$ cat config.mk
export PLATFORM = sky130hd
export DESIGN_NAME = smtp_client_reply_sequencer_flat
export DESIGN_NICKNAME = d
export VERILOG_FILES = /design/src/design/scrs_pkg.sv /design/src/design/scrs_if.sv /design/src/design/scrs_queue.sv /design/src/design/scrs_fsm.sv /design/src/design/smtp_client_reply_sequencer.sv /design/src/flat_wrapper.sv
export SDC_FILE = /design/constraint.sdc
export NUM_CORES = 1
export LEC_CHECK = 0
export ABC_AREA = 1
export BUFFER_PORTS_ARGS = -buffer_cell sky130_fd_sc_hd__buf_2
export CORE_MARGIN = 1
export CORE_UTILIZATION = 39
export DETAILED_ROUTE_END_ITERATION = 10
export PLACE_DENSITY = 0.63
export SLEW_MARGIN = 20
export SYNTH_ARGS = -nofsm -noshare
export SYNTH_HDL_FRONTEND = slang
export SYNTH_SLANG_ARGS = --single-unit
$ cat constraint.sdc
create_clock -name clk -period 4.8 [get_ports clk]
set_input_delay 0.96 -clock clk [delete_from_list [all_inputs] [get_ports clk]]
set_output_delay 0.96 -clock clk [all_outputs]
set_load 0.005 [all_outputs]
$ cat src/design/scrs_pkg.sv
// ----------------------------------------------------------------------------
// scrs_pkg
// Shared types, codes and sizes for the SMTP client reply sequencer.
// ----------------------------------------------------------------------------
package scrs_pkg;

  // Sizes
  localparam int QUEUE_DEPTH    = 16;
  localparam int MAX_RECIPIENTS = 8;
  localparam int Q_AW           = (QUEUE_DEPTH > 1) ? $clog2(QUEUE_DEPTH) : 1;
  localparam int Q_FILL_W       = $clog2(QUEUE_DEPTH + 1);
  localparam int ID_W           = 16;
  localparam int CFG_IDX_W      = 2;
  localparam int CFG_DATA_W     = 4;

  // Configuration register indexes
  localparam logic [CFG_IDX_W-1:0] CFG_IDX_ENC_MODE  = 2'd0;
  localparam logic [CFG_IDX_W-1:0] CFG_IDX_AUTH      = 2'd1;
  localparam logic [CFG_IDX_W-1:0] CFG_IDX_RCPT_CNT  = 2'd2;

  // Encryption modes
  localparam logic [1:0] MODE_NONE     = 2'd0;
  localparam logic [1:0] MODE_SSL      = 2'd1;
  localparam logic [1:0] MODE_STARTTLS = 2'd2;

  localparam logic AUTH_LOGIN = 1'b0;

  // Event kinds
  localparam logic [2:0] KIND_REPLY      = 3'd0;
  localparam logic [2:0] KIND_UNPARSABLE = 3'd1;
  localparam logic [2:0] KIND_ENCRYPTED  = 3'd2;
  localparam logic [2:0] KIND_CLOSED     = 3'd3;
  localparam logic [2:0] KIND_SOCK_ERR   = 3'd4;
  localparam logic [2:0] KIND_MAIL_REQ   = 3'd5;
  localparam logic [2:0] KIND_TEST_LOGIN = 3'd6;

  // Reply codes
  localparam logic [9:0] RC_READY      = 10'd220;
  localparam logic [9:0] RC_OK         = 10'd250;
  localparam logic [9:0] RC_CHALLENGE  = 10'd334;
  localparam logic [9:0] RC_AUTH_OK    = 10'd235;
  localparam logic [9:0] RC_START_DATA = 10'd354;

  // Commands
  localparam logic [3:0] CMD_NONE      = 4'd0;
  localparam logic [3:0] CMD_EHLO      = 4'd1;
  localparam logic [3:0] CMD_STARTTLS  = 4'd2;
  localparam logic [3:0] CMD_AUTH_LOGIN = 4'd3;
  localparam logic [3:0] CMD_AUTH_PLAIN = 4'd4;
  localparam logic [3:0] CMD_USER      = 4'd5;
  localparam logic [3:0] CMD_PASS      = 4'd6;
  localparam logic [3:0] CMD_MAIL_FROM = 4'd7;
  localparam logic [3:0] CMD_RCPT      = 4'd8;
  localparam logic [3:0] CMD_DATA      = 4'd9;
  localparam logic [3:0] CMD_BODY      = 4'd10;
  localparam logic [3:0] CMD_QUIT      = 4'd11;

  // Link actions
  localparam logic [2:0] LINK_NONE         = 3'd0;
  localparam logic [2:0] LINK_CLOSE        = 3'd1;
  localparam logic [2:0] LINK_CONNECT      = 3'd2;
  localparam logic [2:0] LINK_CONNECT_SSL  = 3'd3;
  localparam logic [2:0] LINK_START_TLS    = 3'd4;

  // Reports
  localparam logic [2:0] REP_NONE       = 3'd0;
  localparam logic [2:0] REP_MAIL_SENT  = 3'd1;
  localparam logic [2:0] REP_MAIL_FAIL  = 3'd2;
  localparam logic [2:0] REP_LOGIN_OK   = 3'd3;
  localparam logic [2:0] REP_LOGIN_FAIL = 3'd4;

  typedef enum logic [3:0] {
    ST_IDLE      = 4'd0,
    ST_INIT      = 4'd1,
    ST_HANDSHAKE = 4'd2,
    ST_STARTTLS  = 4'd3,
    ST_AUTH      = 4'd4,
    ST_USER      = 4'd5,
    ST_PASS      = 4'd6,
    ST_TESTDONE  = 4'd7,
    ST_MAIL      = 4'd8,
    ST_RCPT      = 4'd9,
    ST_DATA      = 4'd10,
    ST_BODY      = 4'd11,
    ST_QUIT      = 4'd12,
    ST_CLOSE     = 4'd13
  } seq_state_t;

  typedef struct packed {
    logic [3:0]      command;
    logic [2:0]      recipient_slot;
    logic [2:0]      link_action;
    logic [2:0]      report;
    logic [ID_W-1:0] report_mail_id;
    logic [ID_W-1:0] assigned_mail_id;
    logic            request_dropped;
    logic [3:0]      protocol_state;
  } result_t;

  typedef struct packed {
    logic push;
    logic pop;
  } q_ctl_t;

  typedef struct packed {
    logic            empty;
    logic            full;
    logic [ID_W-1:0] head_id;
  } q_stat_t;

endpackage

$ cat src/design/scrs_if.sv
// ----------------------------------------------------------------------------
// scrs interfaces
// Valid/ready channels for events, results and configuration writes.
// ----------------------------------------------------------------------------
interface scrs_in_if import scrs_pkg::*; ();
  logic       valid;
  logic       ready;
  logic [2:0] kind;
  logic [9:0] reply_code;
  logic       final_line;

  modport source (output valid, kind, reply_code, final_line, input ready);
  modport sink   (input valid, kind, reply_code, final_line, output ready);
endinterface

interface scrs_out_if import scrs_pkg::*; ();
  logic            valid;
  logic            ready;
  logic [3:0]      command;
  logic [2:0]      recipient_slot;
  logic [2:0]      link_action;
  logic [2:0]      report;
  logic [ID_W-1:0] report_mail_id;
  logic [ID_W-1:0] assigned_mail_id;
  logic            request_dropped;
  logic [3:0]      protocol_state;

  modport source (output valid, command, recipient_slot, link_action, report,
                  report_mail_id, assigned_mail_id, request_dropped, protocol_state,
                  input ready);
  modport sink   (input valid, command, recipient_slot, link_action, report,
                  report_mail_id, assigned_mail_id, request_dropped, protocol_state,
                  output ready);
endinterface

interface scrs_cfg_if import scrs_pkg::*; ();
  logic                  valid;
  logic                  ready;
  logic [CFG_IDX_W-1:0]  index;
  logic [CFG_DATA_W-1:0] data;

  modport source (output valid, index, data, input ready);
  modport sink   (input valid, index, data, output ready);
endinterface

$ cat src/design/scrs_queue.sv
// ----------------------------------------------------------------------------
// scrs_queue
// FIFO of pending mail ids with head bypass for a push into an empty queue.
// ----------------------------------------------------------------------------
module scrs_queue import scrs_pkg::*; (
  input  logic            clk,
  input  logic            rst_n,
  input  q_ctl_t          ctl,
  input  logic [ID_W-1:0] push_id,
  output q_stat_t         stat
);

  logic [ID_W-1:0]     mem_r [QUEUE_DEPTH];
  logic [Q_AW-1:0]     head_r, head_nxt;
  logic [Q_AW-1:0]     tail_r, tail_nxt;
  logic [Q_FILL_W-1:0] fill_r, fill_nxt;

  always_comb begin
    head_nxt = head_r;
    tail_nxt = tail_r;
    fill_nxt = fill_r;
    if (ctl.push) begin
      tail_nxt = (tail_r == Q_AW'(QUEUE_DEPTH - 1)) ? '0 : tail_r + 1'b1;
    end
    if (ctl.pop) begin
      head_nxt = (head_r == Q_AW'(QUEUE_DEPTH - 1)) ? '0 : head_r + 1'b1;
    end
    if (ctl.push && !ctl.pop) begin
      fill_nxt = fill_r + 1'b1;
    end else if (ctl.pop && !ctl.push) begin
      fill_nxt = fill_r - 1'b1;
    end
  end

  always_ff @(posedge clk) begin
    if (!rst_n) begin
      head_r <= '0;
      tail_r <= '0;
      fill_r <= '0;
    end else begin
      head_r <= head_nxt;
      tail_r <= tail_nxt;
      fill_r <= fill_nxt;
    end
  end

  always_ff @(posedge clk) begin
    if (ctl.push) begin
      mem_r[tail_r] <= push_id;
    end
  end

  // A pop from an empty queue can only follow a push in the same event.
  assign stat.empty   = (fill_r == '0);
  assign stat.full    = (fill_r == Q_FILL_W'(QUEUE_DEPTH));
  assign stat.head_id = stat.empty ? push_id : mem_r[head_r];

endmodule

$ cat src/design/scrs_fsm.sv
// ----------------------------------------------------------------------------
// scrs_fsm
// Protocol state, flags and mail-id bookkeeping; forms one result per event.
// ----------------------------------------------------------------------------
module scrs_fsm import scrs_pkg::*; (
  input  logic            clk,
  input  logic            rst_n,
  input  logic            fire,
  input  logic [2:0]      kind,
  input  logic [9:0]      reply_code,
  input  logic            final_line,
  input  logic [1:0]      enc_mode,
  input  logic            auth_method,
  input  logic [3:0]      rcpt_count,
  input  q_stat_t         q_stat,
  output q_ctl_t          q_ctl,
  output logic [ID_W-1:0] push_id,
  output result_t         result
);

  seq_state_t      state_r, state_nxt;
  logic            enc_r, enc_nxt;
  logic            test_r, test_nxt;
  logic [3:0]      cursor_r, cursor_nxt;
  logic [ID_W-1:0] active_r, active_nxt;
  logic [ID_W-1:0] next_id_r, next_id_nxt;

  logic [1:0] mode_eff;
  logic [3:0] count_eff;
  logic [3:0] cursor_inc;
  logic       info250;
  logic       is_fail;
  logic       try_next;
  logic       push;
  logic       pop;
  logic [2:0] connect_act;

  assign mode_eff    = (enc_mode == 2'd3) ? MODE_NONE : enc_mode;
  assign count_eff   = (rcpt_count == 4'd0) ? 4'd1 :
                       (rcpt_count > 4'(MAX_RECIPIENTS)) ? 4'(MAX_RECIPIENTS) : rcpt_count;
  assign cursor_inc  = cursor_r + 4'd1;
  assign info250     = (reply_code == RC_OK) && !final_line;
  assign connect_act = (mode_eff == MODE_SSL) ? LINK_CONNECT_SSL : LINK_CONNECT;

  // Next state and bookkeeping.
  always_comb begin
    state_nxt   = state_r;
    enc_nxt     = enc_r;
    test_nxt    = test_r;
    cursor_nxt  = cursor_r;
    active_nxt  = active_r;
    next_id_nxt = next_id_r;
    is_fail     = 1'b0;
    try_next    = 1'b0;
    push        = 1'b0;
    pop         = 1'b0;

    unique case (kind) inside
      KIND_REPLY: begin
        unique case (state_r)
          ST_IDLE: try_next = 1'b1;
          ST_INIT: begin
            if (reply_code == RC_READY) begin
              state_nxt = (mode_eff == MODE_NONE) ? ST_AUTH :
                          (mode_eff == MODE_SSL)  ? ST_HANDSHAKE : ST_STARTTLS;
            end
          end
          ST_HANDSHAKE: begin
            if (reply_code != RC_OK && reply_code != RC_READY) is_fail = 1'b1;
          end
          ST_STARTTLS: begin
            if (!info250) begin
              if (reply_code == RC_OK) state_nxt = ST_HANDSHAKE;
              else is_fail = 1'b1;
            end
          end
          ST_AUTH: begin
            if (!info250) begin
              if (reply_code == RC_OK || reply_code == RC_READY) begin
                if (auth_method == AUTH_LOGIN) state_nxt = ST_USER;
                else state_nxt = test_r ? ST_TESTDONE : ST_MAIL;
              end else begin
                is_fail = 1'b1;
              end
            end
          end
          ST_USER: begin
            if (reply_code == RC_CHALLENGE) state_nxt = ST_PASS;
            else is_fail = 1'b1;
          end
          ST_PASS: begin
            if (reply_code == RC_CHALLENGE) state_nxt = test_r ? ST_TESTDONE : ST_MAIL;
            else is_fail = 1'b1;
          end
          ST_TESTDONE: begin
            if (reply_code != RC_OK) begin
              enc_nxt  = 1'b0;
              test_nxt = 1'b0;
            end
          end
          ST_MAIL: begin
            if (reply_code != RC_OK) begin
              if (reply_code == RC_AUTH_OK) begin
                cursor_nxt = '0;
                state_nxt  = ST_RCPT;
              end else begin
                is_fail = 1'b1;
              end
            end
          end
          ST_RCPT: begin
            if (!info250) begin
              if (reply_code == RC_OK) begin
                cursor_nxt = cursor_inc;
                if (cursor_inc >= count_eff) state_nxt = ST_DATA;
              end else begin
                is_fail = 1'b1;
              end
            end
          end
          ST_DATA: begin
            if (!info250) begin
              if (reply_code == RC_OK) state_nxt = ST_BODY;
              else is_fail = 1'b1;
            end
          end
          ST_BODY: begin
            if (reply_code == RC_START_DATA) state_nxt = ST_QUIT;
            else is_fail = 1'b1;
          end
          ST_QUIT: begin
            if (!info250) begin
              if (reply_code == RC_OK) state_nxt = ST_CLOSE;
              else is_fail = 1'b1;
            end
          end
          ST_CLOSE: enc_nxt = 1'b0;
          default: ;
        endcase
      end
      KIND_UNPARSABLE, KIND_SOCK_ERR: begin
        if (state_r != ST_IDLE) is_fail = 1'b1;
      end
      KIND_ENCRYPTED: begin
        enc_nxt   = 1'b1;
        state_nxt = ST_AUTH;
      end
      KIND_CLOSED: begin
        enc_nxt   = 1'b0;
        state_nxt = ST_IDLE;
        try_next  = 1'b1;
      end
      KIND_MAIL_REQ: begin
        if (!q_stat.full) begin
          push        = 1'b1;
          next_id_nxt = next_id_r + 1'b1;
        end
        try_next = 1'b1;
      end
      KIND_TEST_LOGIN: begin
        test_nxt  = 1'b1;
        state_nxt = ST_INIT;
        enc_nxt   = 1'b0;
      end
      default: ;
    endcase

    if (is_fail) begin
      enc_nxt   = 1'b0;
      test_nxt  = 1'b0;
      state_nxt = ST_IDLE;
    end

    // Start the oldest queued mail when the dialogue is free.
    if (try_next && state_nxt == ST_IDLE && (!q_stat.empty || push)) begin
      pop        = 1'b1;
      active_nxt = q_stat.head_id;
      state_nxt  = ST_INIT;
      enc_nxt    = 1'b0;
    end
  end

  // Result fields.
  always_comb begin
    result = '0;
    result.protocol_state = state_nxt;

    unique case (kind)
      KIND_REPLY: begin
        unique case (state_r)
          ST_INIT: if (reply_code == RC_READY) result.command = CMD_EHLO;
          ST_HANDSHAKE: begin
            if (reply_code == RC_READY && !enc_r && mode_eff != MODE_NONE) begin
              result.link_action = LINK_START_TLS;
            end
          end
          ST_STARTTLS: if (!info250 && reply_code == RC_OK) result.command = CMD_STARTTLS;
          ST_AUTH: begin
            if (!info250 && (reply_code == RC_OK || reply_code == RC_READY)) begin
              result.command = (auth_method == AUTH_LOGIN) ? CMD_AUTH_LOGIN : CMD_AUTH_PLAIN;
            end
          end
          ST_USER: if (reply_code == RC_CHALLENGE) result.command = CMD_USER;
          ST_PASS: if (reply_code == RC_CHALLENGE) result.command = CMD_PASS;
          ST_TESTDONE: begin
            if (reply_code != RC_OK) begin
              result.report      = (reply_code == RC_AUTH_OK) ? REP_LOGIN_OK : REP_LOGIN_FAIL;
              result.link_action = LINK_CLOSE;
            end
          end
          ST_MAIL: if (reply_code == RC_AUTH_OK) result.command = CMD_MAIL_FROM;
          ST_RCPT: begin
            if (!info250 && reply_code == RC_OK) begin
              result.command        = CMD_RCPT;
              result.recipient_slot = cursor_r[2:0];
            end
          end
          ST_DATA: if (!info250 && reply_code == RC_OK) result.command = CMD_DATA;
          ST_BODY: if (reply_code == RC_START_DATA) result.command = CMD_BODY;
          ST_QUIT: begin
            if (!info250 && reply_code == RC_OK) begin
              result.command        = CMD_QUIT;
              result.report         = REP_MAIL_SENT;
              result.report_mail_id = active_r;
            end
          end
          ST_CLOSE: result.link_action = LINK_CLOSE;
          default: ;
        endcase
      end
      KIND_ENCRYPTED: result.command = CMD_EHLO;
      KIND_MAIL_REQ: begin
        if (q_stat.full) result.request_dropped = 1'b1;
        else result.assigned_mail_id = next_id_r;
      end
      KIND_TEST_LOGIN: result.link_action = connect_act;
      default: ;
    endcase

    if (is_fail) begin
      result.command        = CMD_NONE;
      result.link_action    = LINK_CLOSE;
      result.report         = test_r ? REP_LOGIN_FAIL : REP_MAIL_FAIL;
      result.report_mail_id = test_r ? '0 : active_r;
    end
    if (pop) begin
      result.link_action = connect_act;
    end
  end

  assign q_ctl.push = fire && push;
  assign q_ctl.pop  = fire && pop;
  assign push_id    = next_id_r;

  always_ff @(posedge clk) begin
    if (!rst_n) begin
      state_r   <= ST_IDLE;
      enc_r     <= 1'b0;
      test_r    <= 1'b0;
      cursor_r  <= '0;
      active_r  <= '0;
      next_id_r <= '0;
    end else if (fire) begin
      state_r   <= state_nxt;
      enc_r     <= enc_nxt;
      test_r    <= test_nxt;
      cursor_r  <= cursor_nxt;
      active_r  <= active_nxt;
      next_id_r <= next_id_nxt;
    end
  end

endmodule

$ cat src/design/smtp_client_reply_sequencer.sv
// ----------------------------------------------------------------------------
// smtp_client_reply_sequencer
// SMTP client dialogue sequencer: one event word in, one result word out.
// ----------------------------------------------------------------------------
// Each event word is captured in an input register and, in the cycle it
// leaves that register, is run through the sequencer logic, which updates
// the protocol state and mail-id queue and loads the result register. The
// block takes one event word per clock, and the state update loop in the
// sequencer sets that rate. Back-pressure on the result channel stalls the
// input register. Configuration writes are always accepted and should be
// made while no event is in flight.
module smtp_client_reply_sequencer import scrs_pkg::*; (
  input  logic    clk,
  input  logic    rst_n,
  scrs_in_if.sink    in_ch,
  scrs_out_if.source out_ch,
  scrs_cfg_if.sink   cfg_ch
);

  logic       in_vld_r;
  logic [2:0] kind_r;
  logic [9:0] code_r;
  logic       final_r;

  logic       out_vld_r;
  result_t    res_r;
  result_t    res_nxt;

  logic [1:0] enc_mode_r;
  logic       auth_r;
  logic [3:0] rcpt_cnt_r;

  logic            fire;
  q_ctl_t          q_ctl;
  q_stat_t         q_stat;
  logic [ID_W-1:0] push_id;

  assign fire         = in_vld_r && (!out_vld_r || out_ch.ready);
  assign in_ch.ready  = !in_vld_r || fire;
  assign cfg_ch.ready = 1'b1;

  always_ff @(posedge clk) begin
    if (!rst_n) begin
      in_vld_r <= 1'b0;
    end else if (in_ch.ready) begin
      in_vld_r <= in_ch.valid;
    end
  end

  always_ff @(posedge clk) begin
    if (in_ch.ready && in_ch.valid) begin
      kind_r  <= in_ch.kind;
      code_r  <= in_ch.reply_code;
      final_r <= in_ch.final_line;
    end
  end

  always_ff @(posedge clk) begin
    if (!rst_n) begin
      enc_mode_r <= MODE_NONE;
      auth_r     <= AUTH_LOGIN;
      rcpt_cnt_r <= 4'd1;
    end else if (cfg_ch.valid) begin
      case (cfg_ch.index)
        CFG_IDX_ENC_MODE: enc_mode_r <= cfg_ch.data[1:0];
        CFG_IDX_AUTH:     auth_r     <= cfg_ch.data[0];
        CFG_IDX_RCPT_CNT: rcpt_cnt_r <= cfg_ch.data[3:0];
        default: ;
      endcase
    end
  end

  scrs_queue u_queue (
    .clk     (clk),
    .rst_n   (rst_n),
    .ctl     (q_ctl),
    .push_id (push_id),
    .stat    (q_stat)
  );

  scrs_fsm u_fsm (
    .clk         (clk),
    .rst_n       (rst_n),
    .fire        (fire),
    .kind        (kind_r),
    .reply_code  (code_r),
    .final_line  (final_r),
    .enc_mode    (enc_mode_r),
    .auth_method (auth_r),
    .rcpt_count  (rcpt_cnt_r),
    .q_stat      (q_stat),
    .q_ctl       (q_ctl),
    .push_id     (push_id),
    .result      (res_nxt)
  );

  always_ff @(posedge clk) begin
    if (!rst_n) begin
      out_vld_r <= 1'b0;
    end else if (fire) begin
      out_vld_r <= 1'b1;
    end else if (out_ch.ready) begin
      out_vld_r <= 1'b0;
    end
  end

  always_ff @(posedge clk) begin
    if (fire) begin
      res_r <= res_nxt;
    end
  end

  assign out_ch.valid            = out_vld_r;
  assign out_ch.command          = res_r.command;
  assign out_ch.recipient_slot   = res_r.recipient_slot;
  assign out_ch.link_action      = res_r.link_action;
  assign out_ch.report           = res_r.report;
  assign out_ch.report_mail_id   = res_r.report_mail_id;
  assign out_ch.assigned_mail_id = res_r.assigned_mail_id;
  assign out_ch.request_dropped  = res_r.request_dropped;
  assign out_ch.protocol_state   = res_r.protocol_state;

endmodule

$ cat src/flat_wrapper.sv
// flat-port wrapper written by rule: the top's interface ports become plain ports
module smtp_client_reply_sequencer_flat import scrs_pkg::*;
  (clk, rst_n, in_ch_valid, in_ch_kind, in_ch_reply_code, in_ch_final_line, in_ch_ready, out_ch_valid, out_ch_command, out_ch_recipient_slot, out_ch_link_action, out_ch_report, out_ch_report_mail_id, out_ch_assigned_mail_id, out_ch_request_dropped, out_ch_protocol_state, out_ch_ready, cfg_ch_valid, cfg_ch_index, cfg_ch_data, cfg_ch_ready);
  scrs_in_if in_ch_i ();
  scrs_out_if out_ch_i ();
  scrs_cfg_if cfg_ch_i ();
  input  logic clk;
  input  logic rst_n;
  input wire logic [$bits(in_ch_i.valid)-1:0] in_ch_valid;
  input wire logic [$bits(in_ch_i.kind)-1:0] in_ch_kind;
  input wire logic [$bits(in_ch_i.reply_code)-1:0] in_ch_reply_code;
  input wire logic [$bits(in_ch_i.final_line)-1:0] in_ch_final_line;
  output wire logic [$bits(in_ch_i.ready)-1:0] in_ch_ready;
  output wire logic [$bits(out_ch_i.valid)-1:0] out_ch_valid;
  output wire logic [$bits(out_ch_i.command)-1:0] out_ch_command;
  output wire logic [$bits(out_ch_i.recipient_slot)-1:0] out_ch_recipient_slot;
  output wire logic [$bits(out_ch_i.link_action)-1:0] out_ch_link_action;
  output wire logic [$bits(out_ch_i.report)-1:0] out_ch_report;
  output wire logic [$bits(out_ch_i.report_mail_id)-1:0] out_ch_report_mail_id;
  output wire logic [$bits(out_ch_i.assigned_mail_id)-1:0] out_ch_assigned_mail_id;
  output wire logic [$bits(out_ch_i.request_dropped)-1:0] out_ch_request_dropped;
  output wire logic [$bits(out_ch_i.protocol_state)-1:0] out_ch_protocol_state;
  input wire logic [$bits(out_ch_i.ready)-1:0] out_ch_ready;
  input wire logic [$bits(cfg_ch_i.valid)-1:0] cfg_ch_valid;
  input wire logic [$bits(cfg_ch_i.index)-1:0] cfg_ch_index;
  input wire logic [$bits(cfg_ch_i.data)-1:0] cfg_ch_data;
  output wire logic [$bits(cfg_ch_i.ready)-1:0] cfg_ch_ready;
  assign in_ch_i.valid = in_ch_valid;
  assign in_ch_i.kind = in_ch_kind;
  assign in_ch_i.reply_code = in_ch_reply_code;
  assign in_ch_i.final_line = in_ch_final_line;
  assign in_ch_ready = in_ch_i.ready;
  assign out_ch_valid = out_ch_i.valid;
  assign out_ch_command = out_ch_i.command;
  assign out_ch_recipient_slot = out_ch_i.recipient_slot;
  assign out_ch_link_action = out_ch_i.link_action;
  assign out_ch_report = out_ch_i.report;
  assign out_ch_report_mail_id = out_ch_i.report_mail_id;
  assign out_ch_assigned_mail_id = out_ch_i.assigned_mail_id;
  assign out_ch_request_dropped = out_ch_i.request_dropped;
  assign out_ch_protocol_state = out_ch_i.protocol_state;
  assign out_ch_i.ready = out_ch_ready;
  assign cfg_ch_i.valid = cfg_ch_valid;
  assign cfg_ch_i.index = cfg_ch_index;
  assign cfg_ch_i.data = cfg_ch_data;
  assign cfg_ch_ready = cfg_ch_i.ready;
  smtp_client_reply_sequencer u_core (.clk(clk), .rst_n(rst_n), .in_ch(in_ch_i), .out_ch(out_ch_i), .cfg_ch(cfg_ch_i));
endmodule
### After elaboration in Yosys (flattened, before gate mapping)

Memories as Yosys holds them, arrays and structs flattened. A register that Yosys moved wholly into a read port is not among the register bits.
Cells that the tools add are included.

* reduce and logical (&&, ||, !) cells: 55
* order comparisons: 2
* $add $sub $neg: 6
* equality and inequality tests: 41
* bitwise operators: 2
* muxes and demuxes: 97

Operators with widths (number)
* 2-to-1 mux 4 bit: 35
* one-hot mux 4 bit (10 select lines): 2
* 2-to-1 mux 16 bit: 3
* equality test 4 bit, second input constant: 8
* equality test 10 x 8 -> 1 bit, second input constant: 3
* 2-to-1 mux 3 bit: 10
* 2-to-1 mux 1 bit: 27
* 2-to-1 mux 22 bit: 1
* equality test 10 x 9 -> 1 bit, second input constant: 2
* inequality test 10 x 8 -> 1 bit, second input constant: 2
* 2-to-1 mux 19 bit: 1
* 2-to-1 mux 17 bit: 1
* adder 16 x 1 -> 16 bit, second input constant: 1
* equality test 4 x 3 -> 1 bit, second input constant: 4
* one-hot mux 4 bit (2 select lines): 2
* one-hot mux 4 bit (4 select lines): 1
* logical AND 1 bit: 14
* adder 4 x 1 -> 4 bit, second input constant: 3
* logical NOT 4 bit: 3
* one-hot mux 3 bit (2 select lines): 2
* 2-to-1 mux 5 bit: 2
* OR reduction 2 bit: 5
* equality test 3 bit, second input constant: 3
* one-hot mux 3 bit (3 select lines): 1
* 35 further kinds: 67

* memory bits (writable): 256
* output and inout bits: 53
* memories: 1
* bits in registers: 128
* input bits: 25
* logic and storage cells: 229

Memories
* u_core.u_queue.mem_r: depth 16, bits a word 16, read ports 1, clocked after Yosys merged registers in 1, write ports 1, line scrs_queue.sv:13 `logic [ID_W-1:0] mem_r [QUEUE_DEPTH];`

### Longest topological paths before layout

* depth in word-level cells: 18
* gate-level depth with buffers: 28
* depth with buffers taken out: 27

### Modules after synthesis

Synthesis repeated with hierarchy kept, for this count alone.

* cell total of the unflattened synthesis: 1921
* area total of the unflattened synthesis: 17784.6 µm²

Modules (own cells, without submodules)
* scrs_queue: cells each 1202, area an instance 12034.0 µm², times used 1, sequential area each 8027.7 µm²
* scrs_fsm: cells each 594, area an instance 3413.3 µm², times used 1, sequential area each 840.8 µm²
* smtp_client_reply_sequencer: cells each 125, area an instance 2337.2 µm², times used 1, sequential area each 2102.0 µm²

### Worst setup path before layout

OpenSTA, ideal clock, no wires.

* path kind: input -> register
* from: input out_ch_ready
* to: register u_core.u_fsm.enc_r
* setup slack: 1.294 ns
* required time: 4.686 ns
* arrival time: 3.392 ns
* stages: 10
* setup time: 0.114 ns
* buffers on the path: 1
* cells stage by stage: inv_1 -> nand2_1 -> nand2_1 -> inv_1 -> clkbuf_1 -> o21ai_0 -> nand2_1 -> nand2_1 -> nand2_1 -> nor2_1

* longest elaborated chain between the ends: 3

Ends and longest elaborated chain
* start, declared: line flat_wrapper.sv:23 `input wire logic [$bits(out_ch_i.ready)-1:0] out_ch_ready;`
* logical OR 1 bit: line smtp_client_reply_sequencer.sv:38 `assign fire = in_vld_r && (!out_vld_r || out_ch.ready);`
* logical AND 1 bit: line smtp_client_reply_sequencer.sv:38
* via u_core.fire: line smtp_client_reply_sequencer.sv:33 `logic fire;`
* AND reduction 4 bit (no line)
* end signal, assigned: line scrs_fsm.sv:265 `enc_r <= enc_nxt;`
* end, declared: line scrs_fsm.sv:22 `logic enc_r, enc_nxt;`

The timed path passes the listed nets, and every way through them passes these cells.
A chain may end at the register's enable or synchronous reset.

### Final worst setup path

* from: register u_core.u_fsm.cursor_r[0]
* to: register u_core.u_queue.fill_r[4]

* longest elaborated chain between the ends: 16
* elaborated cells between the ends (all ways): 18
* those cells by class: add/sub (1); order compare (1); mux (8); reduce/logical (8)

Ends and longest elaborated chain
* start, declared: line scrs_fsm.sv:24 `logic [3:0] cursor_r, cursor_nxt;`
* start signal, assigned: line scrs_fsm.sv:267 `cursor_r <= cursor_nxt;`
* adder 4 x 1 -> 4 bit (*): line scrs_fsm.sv:41 `assign cursor_inc = cursor_r + 4'd1;`
* greater-or-equal comparator 4 bit (*): line scrs_fsm.sv:115 `if (cursor_inc >= count_eff) state_nxt = ST_DATA;`
* 2-to-1 mux 4 bit (*): line scrs_fsm.sv:115
* 2-to-1 mux 4 bit (*): line scrs_fsm.sv:113 `if (reply_code == RC_OK) begin`
* 2-to-1 mux 4 bit (*): line scrs_fsm.sv:112 `if (!info250) begin`
* one-hot mux 4 bit (10 select lines) (*): line scrs_fsm.sv:60 `unique case (state_r)`
* one-hot mux 4 bit (4 select lines) (*): line scrs_fsm.sv:58 `unique case (kind) inside`
* 2-to-1 mux 4 bit (*): line scrs_fsm.sv:168 `if (is_fail) begin`
* logical NOT 4 bit (*): line scrs_fsm.sv:175 `if (try_next && state_nxt == ST_IDLE && (!q_stat.empty || push)) begin`
* logical AND 1 bit (*) (2 in series): line scrs_fsm.sv:175
* 2-to-1 mux 1 bit (*): line scrs_fsm.sv:175
* logical AND 1 bit (*): line scrs_fsm.sv:252 `assign q_ctl.pop = fire && pop;`
* logical NOT 1 bit: line scrs_queue.sv:28 `if (ctl.push && !ctl.pop) begin`
* logical AND 1 bit: line scrs_queue.sv:28
* 2-to-1 mux 5 bit or nonzero test 2 bit (tied branches)
* end signal, assigned: line scrs_queue.sv:43 `fill_r <= fill_nxt;`
* end, declared: line scrs_queue.sv:16 `logic [Q_FILL_W-1:0] fill_r, fill_nxt;`

Mark *: on every way between the ends. The rest lies on a longest branch, timed or not.

==> results.yml <==
yosys:
  syn-num-nets: 1540
  synth_cell_type_count: 49
  synth_edf_count: 320
  ys_ff_latch: 388
  synthCells: 1497
  seq_area_frac_synth_pct: 65.5
  synthTopCellsByArea: "edfxtp_1, dfxtp_1, o21ai_0, inv_1, mux2i_1"
  synthFlopType: "edfxtp_1"
  synth_top_area_share_pct: 57.4
  syn_area_um2: 16700
  syn_area_per_cell_um2: 11.2
  async_flop_share_pct: 0
  yosys.area.top_type: "edfxtp_1"
  yosysWarnings: 0
clock_tree:
  cts_tree: "yes"
  cts-root-buf: "clkbuf_16"
  cts_max_level: 2
  ctsResizeCount: 0
  cts.sinks: 388
  cts_buffer_depth: 3
  cts_made_buffers: 40
  clk_latency_ns: 0.55
  ctsHoldBuffers: 0
  post_cts_buffers: 0
  clkTransAtPathRegs_ns: 0.06
power:
  p_total_mw: 7.09
  leakagePower_nw: 6.77
  pwr_density_cell_nw_per_um2: 371
  peakVddDrop_v: 0.000261
route:
  vias: 11371
  firstDrtPassIters: 5
  post_drt_wl_per_cell_um: 18.9
  drt.antenna.violating_nets: 0
  wl_mm: 40.6
  drc: 0
  drtIter0Drc: 1180
  routed_via_density: 5.28
critical_path:
  crit_path_max_fanout: 40
  cpMostUsedCell: "nand2_1"
  path_delay_family: "simple AND/OR/NAND/NOR gates"
  crit_path_cell_trace: "ha_1, ha_1, inv_1, nor2_1, o211ai_1, nand3_1, nand2_1, nand3_1, nand2_1, nand2_1, nand2_2, nand2_1, nor2_4, nand3_4, ha_1, inv_1, ha_1, nand2_1, nor2_1, a211oi_1, nor2_1, nor2_1, o21ai_0, a21oi_1"
  slowest_delay_ns: 0.42
  startpoint_type: "flop"
  path_class: "flop to flop"
  cp_slowest_cell: "dfxtp_1"
  crit_path_end_kind: "flop"
  worstPathArrival_ns: 4.60
  crit_buf_inv: 2
  cp.required_ns: 5.27
placed_design:
  portBuffers: 76
  pre_cts_slack_ns: 0.739
  place.gp.congestion: 0.921
  place_area_um2: 17800
  dp.cells: 2079
  dp_hpwl_mm: 25.5
grt:
  grt_pass1_vias: 10884
  antenna_found_initial: 0
  use_met1_pct: 26.3
  grt_max_degree: 106
  grt_usage_pct: 18.7
  grtUsageMet2_pct: 30.1
  grt_pass1_wl_mm: 62.8
  grt_busiest_layer: "met2"
  grt_use_met3_pct: 2.95
  grt_overflow: 0
outcome:
  status: "finished, final reports clean"
timing:
  tightest_slew_ns: 1.07
  max_freq_mhz: 242
  worst_slack_ns: 0.668
  period_minus_slack_ns: 4.13
  hold_viol: 0
  period_share_pct: 86.1
  grt_setup_unrepaired: "no"
  finClkSkew_ns: 0.0205
  finalSetupTns_ns: 0
  maxSlewViolCount: 0
  whs_ns: 0.463
  max-slew-margin-rel_pct: 28.8
  setup_violations: 0
floorplanning:
  rows: 75
  dieArea_um2: 43800
  die_w_um: 209
  ios: 78
  start_util_pct: 39.8
  fp.dieH_um: 209
  core_area_um2: 42100
layout:
  n_antenna_cell: 0
  syn_to_final_growth_pct: 14.2
  design_area_um2: 19100
  fin_nets: 1625
  drive_above_1_share_pct: 14.7
  final_util_pct: 45.4
  stdcell_count: 2152
flow_run:
  cap_violations: 0
hold_path:
  hold_path_class: "flop to flop"
[cells by family (layout without fill, tap and decap cells)]
logic type / count (synthesis) / in the layout / share of synthesized area [%]
and+or+nand+nor: 399 / 399 / 10.7
adders and majority gates: 18 / 18 / 1.39
xor gates and xnor gates: 7 / 7 / 0.366
AOI/OAI and AO/OA: 364 / 364 / 12.2
DFF: 388 / 388 / 65.5
other: 1 / 1 / 0.0224
buffers and inverters: 256 / 372 / 5.95
muxes: 64 / 64 / 3.82
[state kept, by name, indices dropped and copies added, names as in the netlist, 2 cells and up, named ones only]
name                            cells
u_core.code_r                      10
u_core.enc_mode_r                   2
u_core.kind_r                       3
u_core.out_ch.assigned_mail_id     16
u_core.out_ch.command               4
u_core.out_ch.link_action           3
u_core.out_ch.protocol_state        4
u_core.out_ch.recipient_slot        3
u_core.out_ch.report                3
u_core.out_ch.report_mail_id       16
u_core.rcpt_cnt_r                   4
u_core.u_fsm.active_r              16
u_core.u_fsm.cursor_r               4
u_core.u_fsm.push_id               16
u_core.u_fsm.state_r                4
u_core.u_queue.fill_r               5
u_core.u_queue.head_r               4
u_core.u_queue.mem_r              256
u_core.u_queue.tail_r               4
[metal layers]
| layer | wire, um | share of wire [%] |
|---|---|---|
| met3 | 2490 | 6.1 |
| met1 | 18300 | 45 |
| met5 | 0 | 0 |
| met2 | 18900 | 47 |
| met4 | 853 | 2.1 |
[placed cells by master, fill, tap and decap left out, types with 2 or more instances in the layout]
cell,Yosys,final
edfxtp_1,320,320
inv_1,176,174
nand2_1,150,150
o21ai_0,149,149
a21oi_1,125,125
nor2_1,116,100
buf_2,11,76
o211ai_1,66,66
dfxtp_1,68,66
mux2i_1,64,64
nand3_1,59,59
clkbuf_16,0,42
buf_4,4,30
nor2_2,9,25
nor3_1,21,21
inv_2,15,17
ha_1,17,17
nand2_2,15,15
clkinv_1,1,11
nand4_1,9,9
nor2_4,8,8
clkbuf_1,41,7
nor4_1,4,4
o21ai_1,4,4
xor2_1,4,4
o31ai_1,4,4
bufinv_16,0,4
clkinv_2,0,4
a31oi_1,3,3
xnor2_1,3,3
clkinv_4,0,3
nand3_2,2,2
a211oi_1,2,2
a2111oi_0,2,2
clkinvlp_4,0,2
[path summary, 6_finish.rpt]
kind	to	depth (start not counted)	startpoint	slack, ns
worst min-delay path	u_core.u_fsm.active_r[3]	2	u_core.u_fsm.active_r[3]	0.46
worst min register to register	u_core.u_fsm.active_r[3]	2	u_core.u_fsm.active_r[3]	0.46
worst max register to register	u_core.u_queue.fill_r[4]	24	u_core.u_fsm.cursor_r[0]	0.67
worst max-delay path	u_core.u_queue.fill_r[4]	24	u_core.u_fsm.cursor_r[0]	0.67
[tightest hold or removal path: stages, from the launching register on]
cell,delay (ns)
dfxtp_1,0.30
inv_1,0.06
a21oi_1,0.06
[power by group]
group / total [mW] / switching, mW / internal [mW]
clock network: 3.08 / 1.26 / 1.82
registers: 3.68 / 0.0305 / 3.65
logic: 0.339 / 0.233 / 0.106
total: 7.09 / 1.52 / 5.57
[area by class of cell]
cell class                 instances  area (um^2)
clock buffer                      49         1080
clock inverter                    24          235
fill                            3795        23000
inverter                         192          721
multi-input combinational        853         4820
sequential                       388        11000
tap                              539          674
timing repair buffer             107          626
[cells in the mapped netlist (all sizes together) (2+ instances only)]
cell type,number
nand2,166
or2,2
buf,23
a21oi,125
nor3,22
mux2i,64
clkbuf,41
dfxtp,68
nand3,62
edfxtp,320
xor2,4
o211ai,66
xnor2,3
ha,17
a31oi,3
a2111oi,2
a211oi,2
nor2,133
o21ai,154
inv,191
nor4,4
o31ai,4
nand4,9
No activity file was read; power rests on OpenSTA's default activity.
